==> src/hdl/crt_pkg.sv <==
package crt_pkg;

  localparam int MAX_COUNT   = 4;
  localparam int STORE_DEPTH = 4;
  localparam int IDX_W       = 2;
  localparam int CNT_W       = 3;
  localparam int MOD_W       = 16;
  localparam int SOL_W       = 64;
  localparam int PRD_W       = 2 * MOD_W;
  localparam int MUL_STEPS   = MOD_W;
  localparam int MUL_CNT_W   = 5;
  localparam int REM_LONG    = SOL_W;
  localparam int REM_SHORT   = PRD_W;
  localparam int REM_CNT_W   = 7;

  typedef struct packed {
    logic [MOD_W-1:0] modulus;
    logic [MOD_W-1:0] residue;
    logic             last;
  } in_word_t;

  typedef struct packed {
    logic [SOL_W-1:0] solution;
    logic             too_many;
  } out_word_t;

  typedef enum logic [4:0] {
    S_IDLE, S_CHECK, S_PROD, S_PROD_W, S_ISEL, S_COF, S_COF_W, S_CRED_W,
    S_EXP, S_EXPA_W, S_EXP_SQ, S_EXPB_W, S_V_W, S_TERM, S_TERM_W,
    S_SUM_RED, S_RESULT
  } state_t;

  typedef enum logic [4:0] {
    OP_NONE, OP_START, OP_PROD_MUL, OP_PROD_WB, OP_COF_INIT, OP_COF_MUL,
    OP_COF_WB, OP_J_INC, OP_CRED, OP_EXP_INIT, OP_EXP_MA, OP_EXP_WA,
    OP_EXP_MB, OP_EXP_WB, OP_V_MUL, OP_V_WB, OP_TERM, OP_SUM_ADD,
    OP_SUM_RED, OP_NEXT_I, OP_OUT
  } dp_op_t;

  typedef struct packed {
    dp_op_t op;
    logic   store;
  } dp_cmd_t;

  typedef struct packed {
    logic ovf;
    logic zero_mod;
    logic j_end;
    logic j_is_i;
    logic i_end;
    logic m_small;
    logic expo_zero;
    logic expo_bit0;
    logic mul_busy;
    logic rem_busy;
    logic out_free;
  } dp_stat_t;

endpackage

==> src/hdl/crt_reconstruct.sv <==
// Chinese remainder reconstruction over up to MAX_COUNT prime moduli.
// Input channel (in_valid/in_ready/in_word): one word per congruence,
// modulus and residue, with last set on the word that closes the set.
// Words without last are stored, one a cycle, and give no result; words
// beyond MAX_COUNT are dropped and flag the set, which then closes with
// solution 0 and too_many set.
// Output channel (out_valid/out_ready/out_word): one word per closed set.
// After the closing word the block computes alone, in_ready low: products
// and cofactors go through a shift-add multiplier, every reduction modulo
// m_i through a one-bit-a-cycle remainder unit (the 64-bit cofactor, or a
// 32-bit product of two residues, as in the Fermat exponentiation).
// The result sits in an output register; while it waits, words of the next
// set, its closing word too, are still taken, but the new result is held
// until the old one leaves.
// Synchronous reset empties the set and drops any pending result.
module crt_reconstruct
  import crt_pkg::*;
(
  input  logic      clk,
  input  logic      rst,
  input  logic      in_valid,
  output logic      in_ready,
  input  in_word_t  in_word,
  output logic      out_valid,
  input  logic      out_ready,
  output out_word_t out_word
);

  dp_cmd_t  cmd;
  dp_stat_t stat;

  crt_ctrl u_ctrl (
    .clk      (clk),
    .rst      (rst),
    .in_valid (in_valid),
    .in_last  (in_word.last),
    .stat     (stat),
    .in_ready (in_ready),
    .cmd      (cmd)
  );

  crt_dp u_dp (
    .clk       (clk),
    .rst       (rst),
    .cmd       (cmd),
    .in_word   (in_word),
    .stat      (stat),
    .out_valid (out_valid),
    .out_ready (out_ready),
    .out_word  (out_word)
  );

endmodule

==> src/hdl/crt_mulu.sv <==
module crt_mulu
  import crt_pkg::*;
(
  input  logic             clk,
  input  logic             rst,
  input  logic             start,
  input  logic [SOL_W-1:0] a,
  input  logic [MOD_W-1:0] b,
  output logic             busy,
  output logic [SOL_W-1:0] prod
);

  logic [MUL_CNT_W-1:0] left;
  logic [SOL_W-1:0]     ma;
  logic [MOD_W-1:0]     mb;
  logic [SOL_W-1:0]     p;

  always_ff @(posedge clk) begin
    if (rst) begin
      left <= '0;
    end else if (start) begin
      left <= MUL_CNT_W'(MUL_STEPS);
    end else if (left != '0) begin
      left <= left - 1'b1;
    end
  end

  // shift-add, one multiplier bit a cycle
  always_ff @(posedge clk) begin
    if (start) begin
      ma <= a;
      mb <= b;
      p  <= '0;
    end else if (left != '0) begin
      if (mb[0]) begin
        p <= p + ma;
      end
      ma <= ma << 1;
      mb <= mb >> 1;
    end
  end

  assign busy = (left != '0);
  assign prod = p;

endmodule

==> src/hdl/crt_remu.sv <==
module crt_remu
  import crt_pkg::*;
(
  input  logic             clk,
  input  logic             rst,
  input  logic             start,
  input  logic             short_op,
  input  logic [SOL_W-1:0] x_in,
  input  logic [MOD_W-1:0] m,
  output logic             busy,
  output logic [MOD_W-1:0] rem
);

  logic [REM_CNT_W-1:0] left;
  logic [SOL_W-1:0]     x;
  logic [MOD_W-1:0]     r;
  logic [MOD_W:0]       t;
  logic [MOD_W:0]       t_sub;
  logic [MOD_W-1:0]     r_next;

  always_ff @(posedge clk) begin
    if (rst) begin
      left <= '0;
    end else if (start) begin
      left <= short_op ? REM_CNT_W'(REM_SHORT) : REM_CNT_W'(REM_LONG);
    end else if (left != '0) begin
      left <= left - 1'b1;
    end
  end

  // restoring remainder; r stays below m so one compare-subtract per bit
  always_comb begin
    t      = {r, x[SOL_W-1]};
    t_sub  = t - {1'b0, m};
    r_next = (t >= {1'b0, m}) ? t_sub[MOD_W-1:0] : t[MOD_W-1:0];
  end

  always_ff @(posedge clk) begin
    if (start) begin
      x <= short_op ? {x_in[PRD_W-1:0], {(SOL_W-PRD_W){1'b0}}} : x_in;
      r <= '0;
    end else if (left != '0) begin
      x <= x << 1;
      r <= r_next;
    end
  end

  assign busy = (left != '0);
  assign rem  = r;

endmodule

==> src/hdl/crt_dp.sv <==
module crt_dp
  import crt_pkg::*;
(
  input  logic      clk,
  input  logic      rst,
  input  dp_cmd_t   cmd,
  input  in_word_t  in_word,
  output dp_stat_t  stat,
  output logic      out_valid,
  input  logic      out_ready,
  output out_word_t out_word
);

  logic [MOD_W-1:0] mstore [STORE_DEPTH];
  logic [MOD_W-1:0] rstore [STORE_DEPTH];
  logic [CNT_W-1:0] cnt;
  logic             ovf;
  logic [CNT_W-1:0] i;
  logic [CNT_W-1:0] j;
  logic [SOL_W-1:0] prod;
  logic [SOL_W-1:0] cof;
  logic [SOL_W-1:0] sum;
  logic [SOL_W:0]   s65;
  logic [SOL_W:0]   s65_sub;
  logic [MOD_W-1:0] acc;
  logic [MOD_W-1:0] base;
  logic [MOD_W-1:0] expo;

  logic [MOD_W-1:0] m_i;
  logic [MOD_W-1:0] m_j;
  logic [MOD_W-1:0] r_i;
  logic             zero_mod;
  logic             mul_start;
  logic [SOL_W-1:0] mul_a;
  logic [MOD_W-1:0] mul_b;
  logic             mul_busy;
  logic [SOL_W-1:0] mul_p;
  logic             rem_start;
  logic             rem_short;
  logic [MOD_W-1:0] sm_a;
  logic [MOD_W-1:0] sm_b;
  logic [PRD_W-1:0] sm_p;
  logic [SOL_W-1:0] rem_x;
  logic             rem_busy;
  logic [MOD_W-1:0] rem_r;

  assign m_i = mstore[i[IDX_W-1:0]];
  assign m_j = mstore[j[IDX_W-1:0]];
  assign r_i = rstore[i[IDX_W-1:0]];

  always_comb begin
    zero_mod = 1'b0;
    for (int k = 0; k < STORE_DEPTH; k++) begin
      if (CNT_W'(k) < cnt && mstore[k] == '0) begin
        zero_mod = 1'b1;
      end
    end
  end

  assign mul_start = (cmd.op == OP_PROD_MUL) || (cmd.op == OP_COF_MUL) ||
                     (cmd.op == OP_TERM);
  assign mul_a     = (cmd.op == OP_PROD_MUL) ? prod : cof;
  assign mul_b     = (cmd.op == OP_TERM) ? acc : m_j;

  always_comb begin
    case (cmd.op)
      OP_EXP_MA: begin
        sm_a = acc;
        sm_b = base;
      end
      OP_EXP_MB: begin
        sm_a = base;
        sm_b = base;
      end
      default: begin
        sm_a = acc;
        sm_b = r_i;
      end
    endcase
  end

  assign sm_p      = sm_a * sm_b;
  assign rem_start = (cmd.op == OP_CRED) || (cmd.op == OP_EXP_MA) ||
                     (cmd.op == OP_EXP_MB) || (cmd.op == OP_V_MUL);
  assign rem_short = (cmd.op != OP_CRED);
  assign rem_x     = rem_short ? {{(SOL_W-PRD_W){1'b0}}, sm_p} : cof;

  crt_mulu u_mulu (
    .clk   (clk),
    .rst   (rst),
    .start (mul_start),
    .a     (mul_a),
    .b     (mul_b),
    .busy  (mul_busy),
    .prod  (mul_p)
  );

  crt_remu u_remu (
    .clk      (clk),
    .rst      (rst),
    .start    (rem_start),
    .short_op (rem_short),
    .x_in     (rem_x),
    .m        (m_i),
    .busy     (rem_busy),
    .rem      (rem_r)
  );

  assign s65_sub = s65 - {1'b0, prod};

  always_ff @(posedge clk) begin
    if (rst) begin
      cnt       <= '0;
      ovf       <= 1'b0;
      i         <= '0;
      j         <= '0;
      out_valid <= 1'b0;
    end else begin
      if (cmd.op == OP_OUT) begin
        out_valid <= 1'b1;
      end else if (out_valid && out_ready) begin
        out_valid <= 1'b0;
      end
      if (cmd.store) begin
        if (cnt < CNT_W'(MAX_COUNT)) begin
          cnt <= cnt + 1'b1;
        end else begin
          ovf <= 1'b1;
        end
      end
      case (cmd.op)
        OP_START: begin
          i <= '0;
          j <= '0;
        end
        OP_COF_INIT:                 j <= '0;
        OP_PROD_WB, OP_COF_WB, OP_J_INC: j <= j + 1'b1;
        OP_SUM_RED, OP_NEXT_I:       i <= i + 1'b1;
        OP_OUT: begin
          cnt       <= '0;
          ovf       <= 1'b0;
        end
        default: ;
      endcase
    end
  end

  always_ff @(posedge clk) begin
    if (cmd.store && cnt < CNT_W'(MAX_COUNT)) begin
      mstore[cnt[IDX_W-1:0]] <= in_word.modulus;
      rstore[cnt[IDX_W-1:0]] <= in_word.residue;
    end
    case (cmd.op)
      OP_START: begin
        prod <= SOL_W'(1);
        sum  <= '0;
      end
      OP_PROD_WB:  prod <= mul_p;
      OP_COF_INIT: cof  <= SOL_W'(1);
      OP_COF_WB:   cof  <= mul_p;
      OP_EXP_INIT: begin
        base <= rem_r;
        acc  <= MOD_W'(1);
        expo <= m_i - MOD_W'(2);
      end
      OP_EXP_WA:   acc <= rem_r;
      OP_EXP_WB: begin
        base <= rem_r;
        expo <= expo >> 1;
      end
      OP_V_WB:     acc <= rem_r;
      OP_SUM_ADD:  s65 <= {1'b0, sum} + {1'b0, mul_p};
      OP_SUM_RED:  sum <= (s65 >= {1'b0, prod}) ? s65_sub[SOL_W-1:0] : s65[SOL_W-1:0];
      OP_OUT: begin
        out_word.solution <= (ovf || zero_mod) ? '0 : sum;
        out_word.too_many <= ovf;
      end
      default: ;
    endcase
  end

  always_comb begin
    stat.ovf       = ovf;
    stat.zero_mod  = zero_mod;
    stat.j_end     = (j == cnt);
    stat.j_is_i    = (j == i);
    stat.i_end     = (i == cnt);
    stat.m_small   = (m_i < MOD_W'(2));
    stat.expo_zero = (expo == '0);
    stat.expo_bit0 = expo[0];
    stat.mul_busy  = mul_busy;
    stat.rem_busy  = rem_busy;
    stat.out_free  = !out_valid || out_ready;
  end

`ifndef SYNTHESIS
  a_cnt_range: assert property (@(posedge clk) disable iff (rst)
    cnt <= CNT_W'(MAX_COUNT))
    else $error("entry count beyond limit");
  a_sum_reduced: assert property (@(posedge clk) disable iff (rst)
    cmd.op == OP_SUM_RED |=> sum < prod)
    else $error("accumulator not reduced");
  a_mul_free: assert property (@(posedge clk) disable iff (rst)
    mul_start |-> !mul_busy)
    else $error("multiplier restarted while busy");
  a_rem_free: assert property (@(posedge clk) disable iff (rst)
    rem_start |-> !rem_busy)
    else $error("remainder unit restarted while busy");
  a_set_cleared: assert property (@(posedge clk) disable iff (rst)
    cmd.op == OP_OUT |=> cnt == '0 && !ovf && out_valid)
    else $error("set not cleared after result");
`endif

endmodule

==> src/hdl/crt_ctrl.sv <==
module crt_ctrl
  import crt_pkg::*;
(
  input  logic     clk,
  input  logic     rst,
  input  logic     in_valid,
  input  logic     in_last,
  input  dp_stat_t stat,
  output logic     in_ready,
  output dp_cmd_t  cmd
);

  state_t state;
  state_t state_next;

  always_ff @(posedge clk) begin
    if (rst) begin
      state <= S_IDLE;
    end else begin
      state <= state_next;
    end
  end

  always_comb begin
    state_next = state;
    case (state)
      S_IDLE:    if (in_valid && in_last) state_next = S_CHECK;
      S_CHECK:   state_next = (stat.ovf || stat.zero_mod) ? S_RESULT : S_PROD;
      S_PROD:    state_next = stat.j_end ? S_ISEL : S_PROD_W;
      S_PROD_W:  if (!stat.mul_busy) state_next = S_PROD;
      S_ISEL: begin
        if (stat.i_end) begin
          state_next = S_RESULT;
        end else if (!stat.m_small) begin
          state_next = S_COF;
        end
      end
      S_COF: begin
        if (stat.j_end) begin
          state_next = S_CRED_W;
        end else if (!stat.j_is_i) begin
          state_next = S_COF_W;
        end
      end
      S_COF_W:   if (!stat.mul_busy) state_next = S_COF;
      S_CRED_W:  if (!stat.rem_busy) state_next = S_EXP;
      S_EXP: begin
        if (stat.expo_zero) begin
          state_next = S_V_W;
        end else if (stat.expo_bit0) begin
          state_next = S_EXPA_W;
        end else begin
          state_next = S_EXPB_W;
        end
      end
      S_EXPA_W:  if (!stat.rem_busy) state_next = S_EXP_SQ;
      S_EXP_SQ:  state_next = S_EXPB_W;
      S_EXPB_W:  if (!stat.rem_busy) state_next = S_EXP;
      S_V_W:     if (!stat.rem_busy) state_next = S_TERM;
      S_TERM:    state_next = S_TERM_W;
      S_TERM_W:  if (!stat.mul_busy) state_next = S_SUM_RED;
      S_SUM_RED: state_next = S_ISEL;
      S_RESULT:  if (stat.out_free) state_next = S_IDLE;
      default:   state_next = S_IDLE;
    endcase
  end

  always_comb begin
    in_ready  = (state == S_IDLE);
    cmd.store = (state == S_IDLE) && in_valid;
    cmd.op    = OP_NONE;
    case (state)
      S_CHECK:   if (!(stat.ovf || stat.zero_mod)) cmd.op = OP_START;
      S_PROD:    if (!stat.j_end) cmd.op = OP_PROD_MUL;
      S_PROD_W:  if (!stat.mul_busy) cmd.op = OP_PROD_WB;
      S_ISEL: begin
        if (!stat.i_end) begin
          cmd.op = stat.m_small ? OP_NEXT_I : OP_COF_INIT;
        end
      end
      S_COF: begin
        if (stat.j_end) begin
          cmd.op = OP_CRED;
        end else if (stat.j_is_i) begin
          cmd.op = OP_J_INC;
        end else begin
          cmd.op = OP_COF_MUL;
        end
      end
      S_COF_W:   if (!stat.mul_busy) cmd.op = OP_COF_WB;
      S_CRED_W:  if (!stat.rem_busy) cmd.op = OP_EXP_INIT;
      S_EXP: begin
        if (stat.expo_zero) begin
          cmd.op = OP_V_MUL;
        end else if (stat.expo_bit0) begin
          cmd.op = OP_EXP_MA;
        end else begin
          cmd.op = OP_EXP_MB;
        end
      end
      S_EXPA_W:  if (!stat.rem_busy) cmd.op = OP_EXP_WA;
      S_EXP_SQ:  cmd.op = OP_EXP_MB;
      S_EXPB_W:  if (!stat.rem_busy) cmd.op = OP_EXP_WB;
      S_V_W:     if (!stat.rem_busy) cmd.op = OP_V_WB;
      S_TERM:    cmd.op = OP_TERM;
      S_TERM_W:  if (!stat.mul_busy) cmd.op = OP_SUM_ADD;
      S_SUM_RED: cmd.op = OP_SUM_RED;
      S_RESULT:  if (stat.out_free) cmd.op = OP_OUT;
      default:   cmd.op = OP_NONE;
    endcase
  end

endmodule
==> config.mk <==
export PLATFORM = sky130hd
export DESIGN_NAME = crt_reconstruct
export DESIGN_NICKNAME = d
export VERILOG_FILES = /design/src/hdl/crt_pkg.sv /design/src/hdl/crt_reconstruct.sv /design/src/hdl/crt_mulu.sv /design/src/hdl/crt_remu.sv /design/src/hdl/crt_dp.sv /design/src/hdl/crt_ctrl.sv
export SDC_FILE = /design/constraint.sdc
export NUM_CORES = 2
export LEC_CHECK = 0
export ABC_AREA = 0
export BUFFER_PORTS_ARGS = -buffer_cell sky130_fd_sc_hd__buf_2
export CORE_AREA = 2 2 295 356
export DETAILED_ROUTE_END_ITERATION = 8
export DIE_AREA = 0 0 297 358
export PLACE_DENSITY = 0.66
export REMOVE_ABC_BUFFERS = 1
export SETUP_SLACK_MARGIN = 0.15
export SYNTH_ARGS = -nofsm -noshare
export SYNTH_HDL_FRONTEND = slang
export SYNTH_SLANG_ARGS = --single-unit
==> constraint.sdc <==
create_clock -name clk -period 28.3 [get_ports clk]
set_input_delay 4.245 -clock clk [delete_from_list [all_inputs] [get_ports clk]]
set_output_delay 4.245 -clock clk [all_outputs]
set_load 0.02 [all_outputs]
==> impl_metrics.yaml <==
run_status:
  status: "finished clean"
logic_synthesis:
  yosys.area.top_type: "edfxtp_1"
  avgSynthCellArea_um2: 10.0
  netlist.area_leader.share: 0.377
  dominantRegCellSynth: "edfxtp_1"
  postSynthCellCount: 5090
  synth_edf_count: 642
  ys_types: 84
  synth_seq_cells: 754
  synth_area_um2: 51100
  synth.area.top_cells: "edfxtp_1 38%, ha_1 7.9%, fa_1 7.8%"
  ys_warn_count: 0
  synthArstFlopShare: 0
  seq_area_frac_synth: 0.421
timing:
  fin_crit_ps: 10750
  timing_hold_violations_final: 0
  finalSetupViolations: 0
  period_share: 0.380
  slew_headroom: 0.231
  max_freq_mhz: 93.0
  tns_ps: 0
  slew_viol_final: 0
  finalWorstSetupSlack_ps: 17550
  tightest_slew_ps: 1120
  rsz0062_at_grt: "no"
  fin_skew_ps: 38.3
drt:
  via_count: 38800
  wl_per_cell_um: 22.0
  drtPass1Iterations: 6
  drc: 0
  drt_iter0_drc: 3290
  ant_nets: 0
  routed_wl_um: 144000
  vias_per_cell: 5.92
power:
  power_switching_mw: 2.40
  power_density_nw_per_um2: 103
  internal_power_mw: 3.36
  peakVddDrop_v: 0.0000799
  p_sw_frac: 0.417
  p_comb_frac: 0.472
  clockPowerShare: 0.197
  seq_power_share: 0.331
  p_leak_nw: 22.9
cells_and_area:
  nets: 5663
  area_delta_synth_final_pct: 9.24
  utilization: 0.544
  mostFrequentLayoutCells: "642 x edfxtp_1, 613 x nand2_1, 441 x nor2_1"
  final_common_cell: "edfxtp_1"
  antenna_cells: 0
  drive_above_1_share: 0.0819
worst_setup_path:
  r2r-end: "u_dp.u_remu.x[62]"
  r2r_setup_slack_ps: 17550
  cp_max_fo: 32
  critPathKind: "register to register"
  worstPathArrival_ps: 11150
  slowest_stage: "mux2i_1"
  critical_path_buf_inv_count: 5
  worstRegToRegCells: 31
  startpoint_type: "register"
  critPathMaxStageDelay_ps: 700
  crit_top_cell: "fa_1"
  cp_top_family: "adder cells"
  cp-end-kind: "register"
  crit_required_ps: 28700
worst_hold_path:
  hold_start: "u_dp.ovf"
  hp-class: "register to register"
  hold_path_depth: 0
  hold_end: "u_dp.out_word[0]"
floorplan:
  core_area_um2: 103000
  die_h_um: 358
  fp.dieW_um: 297
  io_pins: 104
  dieArea_um2: 106000
  start_util: 0.498
  rows: 129
global_route:
  grt_pass1_wl_um: 221000
  grt_antenna_before_repair: 4
  grt_usage: 0.268
  grt_pass1_vias: 37900
  grt_max_degree: 101
  overflow: 0
place:
  place_congestion: 0.968
  io_buffers: 103
  place_ws_ps: 17550
  place_hpwl_um: 106000
clock_tree:
  cts-buffers-inserted: 83
  clock-root-buffer: "clkbuf_16"
  cts_setup_buffers: 0
  holdBufCountCts: 0
  clk_path_buf_depth: 3
  cts_sinks: 754
  clock_latency_ps: 690
  cts.repair.resized: 0
  cts_max_level: 3
  cts_tree: "done"
  clkSlewWorstSetupHoldPaths_ps: 60
job:
  maxCapViolations: 0
## synthesized netlist by cell type (41+ instances only)
library cell  instances
nor3_1               75
o21ai_0             225
nand4_1              55
fa_1                198
and2_1              226
mux2i_1             103
xnor2_1             158
nand3_1              89
a21o_1              135
nand2_1             616
o21bai_1             41
mux4_2               48
a31oi_1              93
ha_1                321
edfxtp_1            642
clkbuf_1            191
xor2_1               72
dfxtp_1             112
nor2_1              448
inv_1               385
a21oi_1             310
## through the flow
stage	hold slack (ps)	power [mW]	cells	instance area, um2
2_1_floorplan	425	3.83	4861	50200
3_3_place_gp	475	4.55	6397	53000
3_5_place_dp	467	4.59	6397	53000
4_1_cts	489	5.75	6551	55800
5_1_grt	518	6.13	6551	55800
6_report	483	5.76	6551	55800
## logic make-up after synthesis
logic type	count (synthesis)	synth area share
multiplexers	183	0.0484
adder cells (fa/ha/maj)	519	0.156
AO/OA/AOI/OAI	1053	0.129
XOR/XNOR	230	0.0394
flip-flops	754	0.421
AND/OR/NAND/NOR	1737	0.159
buffers and inverters	614	0.0462
## how the worst max path moves through the flow
stage / start / to / slack [ps] / cells past startpoint
after floorplan: out_ready / u_dp.u_mulu.prod[62] / 16160 / 10
after global placement: register / u_dp.u_remu.x[62] / 17650 / 30
after detailed placement: register / u_dp.u_remu.x[62] / 17550 / 31
after CTS: register / u_dp.u_remu.x[62] / 17510 / 31
after global routing: register / u_dp.u_remu.x[63] / 16780 / 31
final: register / u_dp.u_remu.x[62] / 17550 / 31
## power groups by stage
stage	sequential (mW)	combinational, mW	clock, mW
2_1_floorplan	1.82	2.01	0
3_3_place_gp	1.92	2.63	0
3_5_place_dp	1.93	2.66	0
4_1_cts	1.91	2.68	1.15
5_1_grt	1.94	3.00	1.19
6_report	1.91	2.72	1.13
## registers in the layout, indices dropped and copies added (netlist names), 7 cells and up, named ones only
signal	count
u_dp.out_word	65
u_dp.s65	65
u_dp.cof	64
u_dp.mstore	64
u_dp.prod	64
u_dp.rstore	64
u_dp.sum	64
u_dp.u_mulu.ma	64
u_dp.u_mulu.prod	64
u_dp.u_remu.x	64
u_dp.acc	16
u_dp.base	16
u_dp.expo	16
u_dp.u_mulu.mb	16
u_dp.u_remu.rem	16
u_dp.u_remu.left	7
## cell type report
class / count / area [um2]
inverters: 385 / 1450
flip-flops and latches: 754 / 21500
well taps: 1375 / 1720
clock buffers: 100 / 2180
clock inverters: 54 / 626
fillers: 9177 / 46900
multi-input cells: 3722 / 27400
repair buffers: 161 / 951
## routing by layer
layer | vias to the layer above | global-route usage | wire length, um
met4 | 0 | 0.108 | 5880
met2 | 1293 | 0.446 | 68300
li1 | 18100 | - | -
met1 | 19100 | 0.353 | 61200
met5 | - | 0 | 0
met3 | 297 | 0.0381 | 8440
No activity file was read; power rests on OpenSTA's default activity.
